### config.mk
export PLATFORM = sky130hd
export DESIGN_NAME = cascaded_pid_motor_controller_flat
export DESIGN_NICKNAME = d
export VERILOG_FILES = /design/src/design/cvp_pkg.sv /design/src/design/cvp_if.sv /design/src/design/cascaded_pid_motor_controller.sv /design/src/design/cvp_cfg_regs.sv /design/src/design/cvp_mac.sv /design/src/flat_wrapper.sv
export SDC_FILE = /design/constraint.sdc
export NUM_CORES = 2
export LEC_CHECK = 0
export BUFFER_PORTS_ARGS = -buffer_cell sky130_fd_sc_hd__clkbuf_2
export CORE_MARGIN = 8
export CORE_UTILIZATION = 45
export CTS_CLUSTER_DIAMETER = 150
export DETAILED_ROUTE_END_ITERATION = 7
export SLEW_MARGIN = 5
export SYNTH_ARGS = -nofsm -noshare
export SYNTH_HDL_FRONTEND = slang
export SYNTH_SLANG_ARGS = --single-unit
### constraint.sdc
create_clock -name clk -period 18 [get_ports clk]
set_input_delay 2.7 -clock clk [delete_from_list [all_inputs] [get_ports clk]]
set_output_delay 2.7 -clock clk [all_outputs]
set_load 0.01 [all_outputs]
### src/design/cvp_pkg.sv
// Shared types, constants and codes for the cascaded PID motor controller.
`default_nettype none

package cvp_pkg;

  localparam int DATA_W    = 16;
  localparam int ERR_W     = 17;
  localparam int DIFF_W    = 18;
  localparam int INT_W     = 17;
  localparam int GAIN_W    = 16;
  localparam int LIM_W     = 15;
  localparam int PROD_W    = GAIN_W + 1 + DIFF_W;
  localparam int ACC_W     = 36;
  localparam int CFG_IDX_W = 3;
  localparam int CFG_W     = 16;
  localparam int MODE_W    = 2;

  localparam int DEF_ANGLE_DEAD_BAND = 0;
  localparam int DEF_ANGLE_INT_LIMIT = 16384;
  localparam int DEF_SPEED_INT_LIMIT = 16384;
  localparam int DEF_GAIN_FRAC_BITS  = 8;

  localparam logic [MODE_W-1:0] MODE_OPEN    = 2'd0;
  localparam logic [MODE_W-1:0] MODE_SPEED   = 2'd1;
  localparam logic [MODE_W-1:0] MODE_CASCADE = 2'd2;

  localparam logic [CFG_IDX_W-1:0] REG_LOOP_MODE = 3'd0;
  localparam logic [CFG_IDX_W-1:0] REG_SPEED_KP  = 3'd1;
  localparam logic [CFG_IDX_W-1:0] REG_SPEED_KI  = 3'd2;
  localparam logic [CFG_IDX_W-1:0] REG_SPEED_KD  = 3'd3;
  localparam logic [CFG_IDX_W-1:0] REG_ANGLE_KP  = 3'd4;
  localparam logic [CFG_IDX_W-1:0] REG_ANGLE_KI  = 3'd5;
  localparam logic [CFG_IDX_W-1:0] REG_ANGLE_KD  = 3'd6;
  localparam logic [CFG_IDX_W-1:0] REG_MAX_DRIVE = 3'd7;

  typedef struct packed {
    logic [MODE_W-1:0] loop_mode;
    logic [GAIN_W-1:0] speed_kp;
    logic [GAIN_W-1:0] speed_ki;
    logic [GAIN_W-1:0] speed_kd;
    logic [GAIN_W-1:0] angle_kp;
    logic [GAIN_W-1:0] angle_ki;
    logic [GAIN_W-1:0] angle_kd;
    logic [LIM_W-1:0]  max_drive;
  } cfg_t;

  typedef enum logic [2:0] {
    ACC_HOLD,
    ACC_LOAD,
    ACC_ADD,
    ACC_CLAMP,
    ACC_SAT16
  } acc_op_t;

  typedef struct packed {
    logic    mul_en;
    acc_op_t acc_op;
  } mac_ctrl_t;

endpackage

`default_nettype wire

### src/design/cvp_if.sv
// Valid/ready channel interfaces for control tick items and drive result items.
`default_nettype none

interface cvp_in_if import cvp_pkg::*; ();
  logic                     valid;
  logic                     ready;
  logic signed [DATA_W-1:0] target_speed;
  logic signed [DATA_W-1:0] measured_speed;
  logic signed [DATA_W-1:0] target_angle;
  logic signed [DATA_W-1:0] measured_angle;
  logic signed [DATA_W-1:0] manual_drive;

  modport source (output valid, target_speed, measured_speed, target_angle,
                  measured_angle, manual_drive, input ready);
  modport sink (input valid, target_speed, measured_speed, target_angle,
                measured_angle, manual_drive, output ready);
endinterface

interface cvp_out_if import cvp_pkg::*; ();
  logic                     valid;
  logic                     ready;
  logic signed [DATA_W-1:0] drive;
  logic signed [DATA_W-1:0] inner_setpoint;

  modport source (output valid, drive, inner_setpoint, input ready);
  modport sink (input valid, drive, inner_setpoint, output ready);
endinterface

`default_nettype wire

### src/design/cascaded_pid_motor_controller.sv
// Top level of the cascaded angle and speed PID motor controller.
`default_nettype none

// Each accepted item is one control tick. In open loop (loop_mode 0 or 3) the
// manual drive is returned in the cycle after acceptance with an inner setpoint
// of zero. In speed mode only the speed loop runs; in cascade mode the angle
// loop runs first and its result becomes the speed setpoint. Both loops run
// their integral, proportional and derivative products one after another
// through a single shared multiply-accumulate unit, eight sequencer steps per
// loop. The block accepts a new item only when the sequencer is idle, so it
// cannot take a new item while a closed-loop item is still in its steps. A
// finished result waits in the output register and a new item may be
// accepted in the cycle that result is taken.
module cascaded_pid_motor_controller import cvp_pkg::*; #(
  parameter int ANGLE_DEAD_BAND = DEF_ANGLE_DEAD_BAND,
  parameter int ANGLE_INT_LIMIT = DEF_ANGLE_INT_LIMIT,
  parameter int SPEED_INT_LIMIT = DEF_SPEED_INT_LIMIT,
  parameter int GAIN_FRAC_BITS  = DEF_GAIN_FRAC_BITS
) (
  input  wire logic                 clk,
  input  wire logic                 rst,
  input  wire logic                 cfg_write,
  input  wire logic [CFG_IDX_W-1:0] cfg_index,
  input  wire logic [CFG_W-1:0]     cfg_data,
  cvp_in_if.sink                    in_ch,
  cvp_out_if.source                 out_ch
);

  localparam logic [LIM_W-1:0] ANG_LIM = LIM_W'(ANGLE_INT_LIMIT);
  localparam logic [LIM_W-1:0] SPD_LIM = LIM_W'(SPEED_INT_LIMIT);
  localparam logic [ERR_W:0]   ANG_ZERO_BAND = (ERR_W + 1)'(ANGLE_DEAD_BAND);

  typedef enum logic [3:0] {
    S_IDLE,
    S_ERR,
    S_MUL_I,
    S_ACC_I,
    S_CLAMP_I,
    S_ADD_P,
    S_ADD_D,
    S_LIMIT,
    S_DONE
  } state_t;

  cfg_t                     cfg;
  state_t                   state;
  logic                     is_angle;
  logic signed [DATA_W-1:0] setp;
  logic signed [DATA_W-1:0] m_spd;
  logic signed [DATA_W-1:0] t_ang;
  logic signed [DATA_W-1:0] m_ang;
  logic signed [ERR_W-1:0]  err;
  logic signed [ERR_W-1:0]  spd_prev;
  logic signed [ERR_W-1:0]  ang_prev;
  logic signed [INT_W-1:0]  spd_int;
  logic signed [INT_W-1:0]  ang_int;
  logic                     out_valid;
  logic signed [DATA_W-1:0] drive_q;
  logic signed [DATA_W-1:0] setp_q;

  logic                     closed_loop;
  logic                     in_take;
  logic signed [ERR_W-1:0]  ang_err;
  logic [ERR_W-1:0]         ang_mag;
  logic signed [ERR_W-1:0]  spd_err;
  logic signed [ERR_W-1:0]  cur_prev;
  logic signed [DIFF_W-1:0] err_diff;
  mac_ctrl_t                mac_ctrl;
  logic [GAIN_W-1:0]        mac_gain;
  logic signed [DIFF_W-1:0] mac_operand;
  logic signed [INT_W-1:0]  mac_base;
  logic [LIM_W-1:0]         mac_lim;
  logic signed [ACC_W-1:0]  acc;

  cvp_cfg_regs u_cfg (
    .clk       (clk),
    .rst       (rst),
    .cfg_write (cfg_write),
    .cfg_index (cfg_index),
    .cfg_data  (cfg_data),
    .cfg       (cfg)
  );

  cvp_mac #(
    .FRAC_BITS (GAIN_FRAC_BITS)
  ) u_mac (
    .clk     (clk),
    .ctrl    (mac_ctrl),
    .gain    (mac_gain),
    .operand (mac_operand),
    .base    (mac_base),
    .lim     (mac_lim),
    .acc     (acc)
  );

  assign closed_loop  = (cfg.loop_mode == MODE_SPEED) || (cfg.loop_mode == MODE_CASCADE);
  assign in_ch.ready  = (state == S_IDLE) && (!out_valid || out_ch.ready);
  assign in_take      = in_ch.valid && in_ch.ready;

  assign out_ch.valid          = out_valid;
  assign out_ch.drive          = drive_q;
  assign out_ch.inner_setpoint = setp_q;

  assign ang_err  = {t_ang[DATA_W-1], t_ang} - {m_ang[DATA_W-1], m_ang};
  assign ang_mag  = ang_err[ERR_W-1] ? ERR_W'(-ang_err) : ang_err;
  assign spd_err  = {setp[DATA_W-1], setp} - {m_spd[DATA_W-1], m_spd};
  assign cur_prev = is_angle ? ang_prev : spd_prev;
  assign err_diff = {err[ERR_W-1], err} - {cur_prev[ERR_W-1], cur_prev};

  always_comb begin
    mac_ctrl.mul_en = 1'b0;
    mac_ctrl.acc_op = ACC_HOLD;
    mac_gain        = is_angle ? cfg.angle_ki : cfg.speed_ki;
    mac_operand     = {err[ERR_W-1], err};
    mac_base        = is_angle ? ang_int : spd_int;
    mac_lim         = is_angle ? ANG_LIM : SPD_LIM;
    case (state)
      S_MUL_I: begin
        mac_ctrl.mul_en = 1'b1;
      end
      S_ACC_I: begin
        mac_ctrl.mul_en = 1'b1;
        mac_ctrl.acc_op = ACC_LOAD;
        mac_gain        = is_angle ? cfg.angle_kp : cfg.speed_kp;
      end
      S_CLAMP_I: begin
        mac_ctrl.acc_op = ACC_CLAMP;
      end
      S_ADD_P: begin
        mac_ctrl.mul_en = 1'b1;
        mac_ctrl.acc_op = ACC_ADD;
        mac_gain        = is_angle ? cfg.angle_kd : cfg.speed_kd;
        mac_operand     = err_diff;
      end
      S_ADD_D: begin
        mac_ctrl.acc_op = ACC_ADD;
      end
      S_LIMIT: begin
        mac_ctrl.acc_op = is_angle ? ACC_SAT16 : ACC_CLAMP;
        mac_lim         = cfg.max_drive;
      end
      default: ;
    endcase
  end

  always_ff @(posedge clk) begin
    if (rst) begin
      state     <= S_IDLE;
      is_angle  <= 1'b0;
      out_valid <= 1'b0;
      spd_prev  <= '0;
      ang_prev  <= '0;
      spd_int   <= '0;
      ang_int   <= '0;
    end else begin
      if (out_valid && out_ch.ready && !(in_take && !closed_loop)) begin
        out_valid <= 1'b0;
      end
      case (state)
        S_IDLE: begin
          if (in_take) begin
            m_spd <= in_ch.measured_speed;
            t_ang <= in_ch.target_angle;
            m_ang <= in_ch.measured_angle;
            setp  <= in_ch.target_speed;
            if (closed_loop) begin
              is_angle <= (cfg.loop_mode == MODE_CASCADE);
              state    <= S_ERR;
            end else begin
              drive_q   <= in_ch.manual_drive;
              setp_q    <= '0;
              out_valid <= 1'b1;
            end
          end
        end
        S_ERR: begin
          if (is_angle) begin
            err <= ({1'b0, ang_mag} < ANG_ZERO_BAND) ? '0 : ang_err;
          end else begin
            err <= spd_err;
          end
          state <= S_MUL_I;
        end
        S_MUL_I:   state <= S_ACC_I;
        S_ACC_I:   state <= S_CLAMP_I;
        S_CLAMP_I: state <= S_ADD_P;
        S_ADD_P: begin
          if (is_angle) begin
            ang_int <= acc[INT_W-1:0];
          end else begin
            spd_int <= acc[INT_W-1:0];
          end
          state <= S_ADD_D;
        end
        S_ADD_D: begin
          if (is_angle) begin
            ang_prev <= err;
          end else begin
            spd_prev <= err;
          end
          state <= S_LIMIT;
        end
        S_LIMIT:   state <= S_DONE;
        S_DONE: begin
          if (is_angle) begin
            setp     <= acc[DATA_W-1:0];
            is_angle <= 1'b0;
            state    <= S_ERR;
          end else begin
            drive_q   <= acc[DATA_W-1:0];
            setp_q    <= setp;
            out_valid <= 1'b1;
            state     <= S_IDLE;
          end
        end
        default:   state <= S_IDLE;
      endcase
    end
  end

`ifndef SYNTHESIS
  a_drive_limited: assert property (@(posedge clk) disable iff (rst)
    out_ch.valid && closed_loop |->
      ($signed(out_ch.drive) <= $signed({1'b0, cfg.max_drive})) &&
      ($signed(out_ch.drive) >= -$signed({1'b0, cfg.max_drive})))
    else $error("Closed-loop drive exceeds the configured limit.");

  a_open_setpoint: assert property (@(posedge clk) disable iff (rst)
    out_ch.valid && !closed_loop |-> out_ch.inner_setpoint == '0)
    else $error("Open-loop result carries a non-zero inner setpoint.");

  a_speed_int_bound: assert property (@(posedge clk) disable iff (rst)
    ($signed(spd_int) <= $signed({2'b00, SPD_LIM})) &&
    ($signed(spd_int) >= -$signed({2'b00, SPD_LIM})))
    else $error("Speed integral outside its clamp.");

  a_angle_int_bound: assert property (@(posedge clk) disable iff (rst)
    ($signed(ang_int) <= $signed({2'b00, ANG_LIM})) &&
    ($signed(ang_int) >= -$signed({2'b00, ANG_LIM})))
    else $error("Angle integral outside its clamp.");
`endif

endmodule

`default_nettype wire

### src/design/cvp_cfg_regs.sv
// Configuration register bank for loop mode, gains and drive limit.
`default_nettype none

module cvp_cfg_regs import cvp_pkg::*; (
  input  wire logic                 clk,
  input  wire logic                 rst,
  input  wire logic                 cfg_write,
  input  wire logic [CFG_IDX_W-1:0] cfg_index,
  input  wire logic [CFG_W-1:0]     cfg_data,
  output cfg_t                      cfg
);

  always_ff @(posedge clk) begin
    if (rst) begin
      cfg <= '0;
    end else if (cfg_write) begin
      case (cfg_index)
        REG_LOOP_MODE: cfg.loop_mode <= cfg_data[MODE_W-1:0];
        REG_SPEED_KP:  cfg.speed_kp  <= cfg_data[GAIN_W-1:0];
        REG_SPEED_KI:  cfg.speed_ki  <= cfg_data[GAIN_W-1:0];
        REG_SPEED_KD:  cfg.speed_kd  <= cfg_data[GAIN_W-1:0];
        REG_ANGLE_KP:  cfg.angle_kp  <= cfg_data[GAIN_W-1:0];
        REG_ANGLE_KI:  cfg.angle_ki  <= cfg_data[GAIN_W-1:0];
        REG_ANGLE_KD:  cfg.angle_kd  <= cfg_data[GAIN_W-1:0];
        REG_MAX_DRIVE: cfg.max_drive <= cfg_data[LIM_W-1:0];
        default: ;
      endcase
    end
  end

endmodule

`default_nettype wire

### src/design/cvp_mac.sv
// Shared multiply, accumulate and clamp unit used by both PID loops.
`default_nettype none

module cvp_mac import cvp_pkg::*; #(
  parameter int FRAC_BITS = DEF_GAIN_FRAC_BITS
) (
  input  wire logic                     clk,
  input  wire mac_ctrl_t                ctrl,
  input  wire logic [GAIN_W-1:0]        gain,
  input  wire logic signed [DIFF_W-1:0] operand,
  input  wire logic signed [INT_W-1:0]  base,
  input  wire logic [LIM_W-1:0]         lim,
  output logic signed [ACC_W-1:0]       acc
);

  localparam logic signed [ACC_W-1:0] S16_MAX = ACC_W'(32767);
  localparam logic signed [ACC_W-1:0] S16_MIN = -ACC_W'(32768);

  logic signed [PROD_W-1:0] prod;
  logic signed [PROD_W-1:0] prod_next;
  logic signed [PROD_W-1:0] shifted;
  logic signed [ACC_W-1:0]  term;
  logic signed [ACC_W-1:0]  base_ext;
  logic signed [ACC_W-1:0]  lim_pos;
  logic signed [ACC_W-1:0]  lim_neg;
  logic signed [ACC_W-1:0]  acc_next;

  assign prod_next = $signed({1'b0, gain}) * operand;
  assign shifted   = prod >>> FRAC_BITS;
  assign term      = {{(ACC_W-PROD_W){shifted[PROD_W-1]}}, shifted};
  assign base_ext  = {{(ACC_W-INT_W){base[INT_W-1]}}, base};
  assign lim_pos   = $signed({{(ACC_W-LIM_W){1'b0}}, lim});
  assign lim_neg   = -lim_pos;

  always_comb begin
    acc_next = acc;
    case (ctrl.acc_op)
      ACC_HOLD:  acc_next = acc;
      ACC_LOAD:  acc_next = base_ext + term;
      ACC_ADD:   acc_next = acc + term;
      ACC_CLAMP: begin
        if (acc > lim_pos) begin
          acc_next = lim_pos;
        end else if (acc < lim_neg) begin
          acc_next = lim_neg;
        end
      end
      ACC_SAT16: begin
        if (acc > S16_MAX) begin
          acc_next = S16_MAX;
        end else if (acc < S16_MIN) begin
          acc_next = S16_MIN;
        end
      end
      default:   acc_next = acc;
    endcase
  end

  always_ff @(posedge clk) begin
    if (ctrl.mul_en) begin
      prod <= prod_next;
    end
    acc <= acc_next;
  end

endmodule

`default_nettype wire

### src/flat_wrapper.sv
// flat-port wrapper written by rule: the top's interface ports become plain ports
module cascaded_pid_motor_controller_flat import cvp_pkg::*;
#(
  parameter int ANGLE_DEAD_BAND = DEF_ANGLE_DEAD_BAND,
  parameter int ANGLE_INT_LIMIT = DEF_ANGLE_INT_LIMIT,
  parameter int SPEED_INT_LIMIT = DEF_SPEED_INT_LIMIT,
  parameter int GAIN_FRAC_BITS  = DEF_GAIN_FRAC_BITS
)
  (clk, rst, cfg_write, cfg_index, cfg_data, in_ch_valid, in_ch_target_speed, in_ch_measured_speed, in_ch_target_angle, in_ch_measured_angle, in_ch_manual_drive, in_ch_ready, out_ch_valid, out_ch_drive, out_ch_inner_setpoint, out_ch_ready);
  cvp_in_if in_ch_i ();
  cvp_out_if out_ch_i ();
  input  wire logic clk;
  input  wire logic rst;
  input  wire logic cfg_write;
  input  wire logic [CFG_IDX_W-1:0] cfg_index;
  input  wire logic [CFG_W-1:0] cfg_data;
  input wire logic [$bits(in_ch_i.valid)-1:0] in_ch_valid;
  input wire logic [$bits(in_ch_i.target_speed)-1:0] in_ch_target_speed;
  input wire logic [$bits(in_ch_i.measured_speed)-1:0] in_ch_measured_speed;
  input wire logic [$bits(in_ch_i.target_angle)-1:0] in_ch_target_angle;
  input wire logic [$bits(in_ch_i.measured_angle)-1:0] in_ch_measured_angle;
  input wire logic [$bits(in_ch_i.manual_drive)-1:0] in_ch_manual_drive;
  output wire logic [$bits(in_ch_i.ready)-1:0] in_ch_ready;
  output wire logic [$bits(out_ch_i.valid)-1:0] out_ch_valid;
  output wire logic [$bits(out_ch_i.drive)-1:0] out_ch_drive;
  output wire logic [$bits(out_ch_i.inner_setpoint)-1:0] out_ch_inner_setpoint;
  input wire logic [$bits(out_ch_i.ready)-1:0] out_ch_ready;
  assign in_ch_i.valid = in_ch_valid;
  assign in_ch_i.target_speed = in_ch_target_speed;
  assign in_ch_i.measured_speed = in_ch_measured_speed;
  assign in_ch_i.target_angle = in_ch_target_angle;
  assign in_ch_i.measured_angle = in_ch_measured_angle;
  assign in_ch_i.manual_drive = in_ch_manual_drive;
  assign in_ch_ready = in_ch_i.ready;
  assign out_ch_valid = out_ch_i.valid;
  assign out_ch_drive = out_ch_i.drive;
  assign out_ch_inner_setpoint = out_ch_i.inner_setpoint;
  assign out_ch_i.ready = out_ch_ready;
  cascaded_pid_motor_controller #(.ANGLE_DEAD_BAND(ANGLE_DEAD_BAND), .ANGLE_INT_LIMIT(ANGLE_INT_LIMIT), .SPEED_INT_LIMIT(SPEED_INT_LIMIT), .GAIN_FRAC_BITS(GAIN_FRAC_BITS)) u_core (.clk(clk), .rst(rst), .cfg_write(cfg_write), .cfg_index(cfg_index), .cfg_data(cfg_data), .in_ch(in_ch_i), .out_ch(out_ch_i));
endmodule
==> out/qor.csv <==
stage,metric,value,unit
outcome,status,"complete, no violations",
floorplan,fp.dieH,282.0,um
timing,worstMarginPinSlew,1.269,ns
placed_design,dp_hpwl,71.92,mm
setup_path,slowest_stage,dfxtp_4,
clocking,cts_root_buf,clkbuf_16,
clocking,holdBufCountCts,0,
synthesis,yosysMostFrequentCell,nand2_1,
drt,drt_wl_total,93.50,mm
setup_path,cp_data_required_time,18.32,ns
timing,hold_ws,0.4515,ns
setup_path,crit_top_cell,fa_1,
timing,skew,0.04123,ns
drt,firstDrtPassIters,7,
global_routing,antenna_found_initial,2,
setup_path,end_kind,register,
worst_hold_path,hp-start,u_core.u_cfg.cfg[28],
global_routing,grt_pass1_wl,146.6,mm
clocking,cts.sinks,363,
power,p_leak,15.37,nW
floorplan,fp.coreArea,70030,um2
synthesis,syn_nets,4247,
setup_path,arrival,10.15,ns
setup_path,rrSetupSlack,8.18,ns
finish,stdcell_count,4669,
power,ir_drop,0.00007426,V
timing,hold_viol_final,0,
worst_hold_path,hold_depth,2,
clocking,cts_tree,yes,
synthesis,synth_top_area_frac,0.1823,
worst_hold_path,hold_end,u_core.u_cfg.cfg[28],
worst_hold_path,min_path_type,register to register,
finish,multi_input_area,20770,um2
drt,drt-met1-wl,42.00,mm
global_routing,grt_max_degree,103,
timing,slew_viol_final,0,
timing,final.setup.tns,0,ns
synthesis,netlist_area,31840,um2
power,power_density,68.90,nW/um2
timing,min_period,9.822,ns
global_routing,grt_pass1_vias,25634,
synthesis,synth_seq_cells,363,
synthesis,synth-edff-count,176,
setup_path,slowest_delay,0.86,ns
floorplan,num_rows,97,
drt,highest_layer,met5,
drt,avgRoutedWirePerCell,20.03,um
finish,regArea,9032,um2
drt,vias,25523,
drt,wl_met3,5.118,mm
timing,rsz0062_at_grt,no,
finish,nFillCells,6736,
synthesis,synth_top_area_cell,fa_1,
setup_path,path_max_fanout,56,
setup_path,path_class,register to register,
synthesis,ys_types,81,
clocking,post_cts_buffers,0,
synthesis,ys_seq_area_frac,0.2835,
timing,min_period_over_period,0.5457,
job,cap_viol_max_count,0,
synthesis,ys.flop_type,dfxtp_1,
clocking,clock_latency,0.59,ns
synthesis,async_reset_ff_frac,0,
synthesis,yosysWarningCount,0,
placed_design,place.gp.congestion,0.8866,
drt,wl_met2,44.13,mm
finish,syn_to_final_growth,9.945,%
finish,finalNetCount,4342,
synthesis,synth_cells,3601,
finish,drive_gt1_frac,0.08906,
timing,max_slew_margin,0.1506,
drt,drt-initial-drc-count,1941,
clocking,cts_buffers,40,
timing,setup_viol,0,
floorplan,floorplan.initialDensity,0.4547,
drt,viasPerCell,5.466,
timing,timing.fmax,0.1018,GHz
global_routing,grt_usage,0.2345,
synthesis,yosys-top-cells-count,"nand2_1 (721), inv_1 (416), a21oi_1 (309)",
synthesis,synth.area.top_cells,"fa_1 (18%), edfxtp_1 (17%), dfxtp_1 (12%)",
floorplan,die-area,79530,um2
clocking,htree_levels,2,
setup_path,rr_startpoint,u_core.is_angle,
finish,fin_util,0.4999,
global_routing,gr-total-overflow,0,
drt,drc,0,
clocking,clk_pin_slew,0.06,ns
drt,detail-route-antenna-nets,0,
setup_path,r2r_cells,35,
placed_design,placed_cells,4594,
clocking,cts_buffer_depth,3,
synthesis,synth_area_per_cell,8.842,um2
setup_path,r2r_end,u_core.u_mac.prod[34],
clocking,ctsResizeCount,0,
floorplan,fp.dieW,282.0,um
placed_design,portBuffers,137,
floorplan,io_pins,138,
setup_path,critPathLaunchType,register,
## worst max-delay path, delay by kind of cell, from the launching register on
family / cells / cell delay (ns)
buffers and inverters: 5 / 0.44
and+or+nand+nor: 5 / 0.59
muxes: 1 / 0.41
xor gates and xnor gates: 2 / 0.24
DFF: 1 / 0.86
adders and majority gates: 9 / 4.10
AOI/OAI and AO/OA: 13 / 2.88
## power breakdown
part	internal [mW]	total, mW	switching [mW]
clock network	0.492	0.855	0.363
logic	0.215	0.573	0.358
registers	0.936	0.984	0.0480
total	1.64	2.41	0.769
## registers in the layout (all words and copies together), names as in the netlist, 17 cells and up
signal,flops
u_core.ang_int,17
u_core.ang_prev,17
u_core.err,17
u_core.spd_int,17
u_core.spd_prev,17
u_core.u_cfg.cfg,113
u_core.u_mac.acc,36
u_core.u_mac.prod,27
## layer usage
metal | GRT usage | vias up
met2 | 0.3903 | 656
met3 | 0.03276 | 128
met1 | 0.3198 | 12570
met5 | 0 | -
li1 | - | 12167
met4 | 0.06055 | 2
## cell usage in the layout, fill, tap and decap left out, types with 61 or more instances in the layout
cell type  instances
clkbuf_2         136
nand2_1          721
o21ai_0           92
a21oi_1          308
mux2i_1           76
nor2_1           212
a21o_1            61
edfxtp_1         176
inv_1            416
xnor2_1           96
fa_1             290
dfxtp_1          186
ha_1             252
## kinds of logic after synthesis
group | Yosys count | share of synthesized area
compound gates | 660 | 0.1284
xor+xnor | 140 | 0.03851
fa+ha+maj | 545 | 0.2823
buf+inv | 552 | 0.06586
flops | 363 | 0.2835
mux | 103 | 0.03344
simple gates | 1238 | 0.1679
## layout make-up
| class | count | area share |
|---|---|---|
| Antenna cell | 1 | 0.00007148 |
| Clock buffer | 57 | 0.03463 |
| Clock inverter | 17 | 0.005111 |
| Inverter | 417 | 0.04471 |
| Multi-Input combinational cell | 2686 | 0.5932 |
| Sequential cell | 363 | 0.2580 |
| Tap cell | 940 | 0.03360 |
| Timing Repair Buffer | 188 | 0.03070 |
## worst max path at each step
stage | from | end | depth (start not counted)
global route | u_core.is_angle | u_core.u_mac.prod[34] | 35
global placement | u_core.is_angle | u_core.u_mac.prod[34] | 35
floorplan | u_core.is_angle | u_core.u_mac.prod[34] | 37
finish | u_core.is_angle | u_core.u_mac.prod[34] | 35
detailed placement | u_core.is_angle | u_core.u_mac.prod[34] | 35
CTS | u_core.is_angle | u_core.u_mac.prod[34] | 35
## stage by stage
step                area, um2  power, mW  setup slack (ns)
finish                  35010      2.412             8.178
global route            35010      2.528             7.556
CTS                     35010      2.425             8.228
detailed placement      33610      1.567             8.258
global placement        33610      1.564             8.480
floorplan               31840      1.378             8.444
Power figures use the tool's default switching activity.
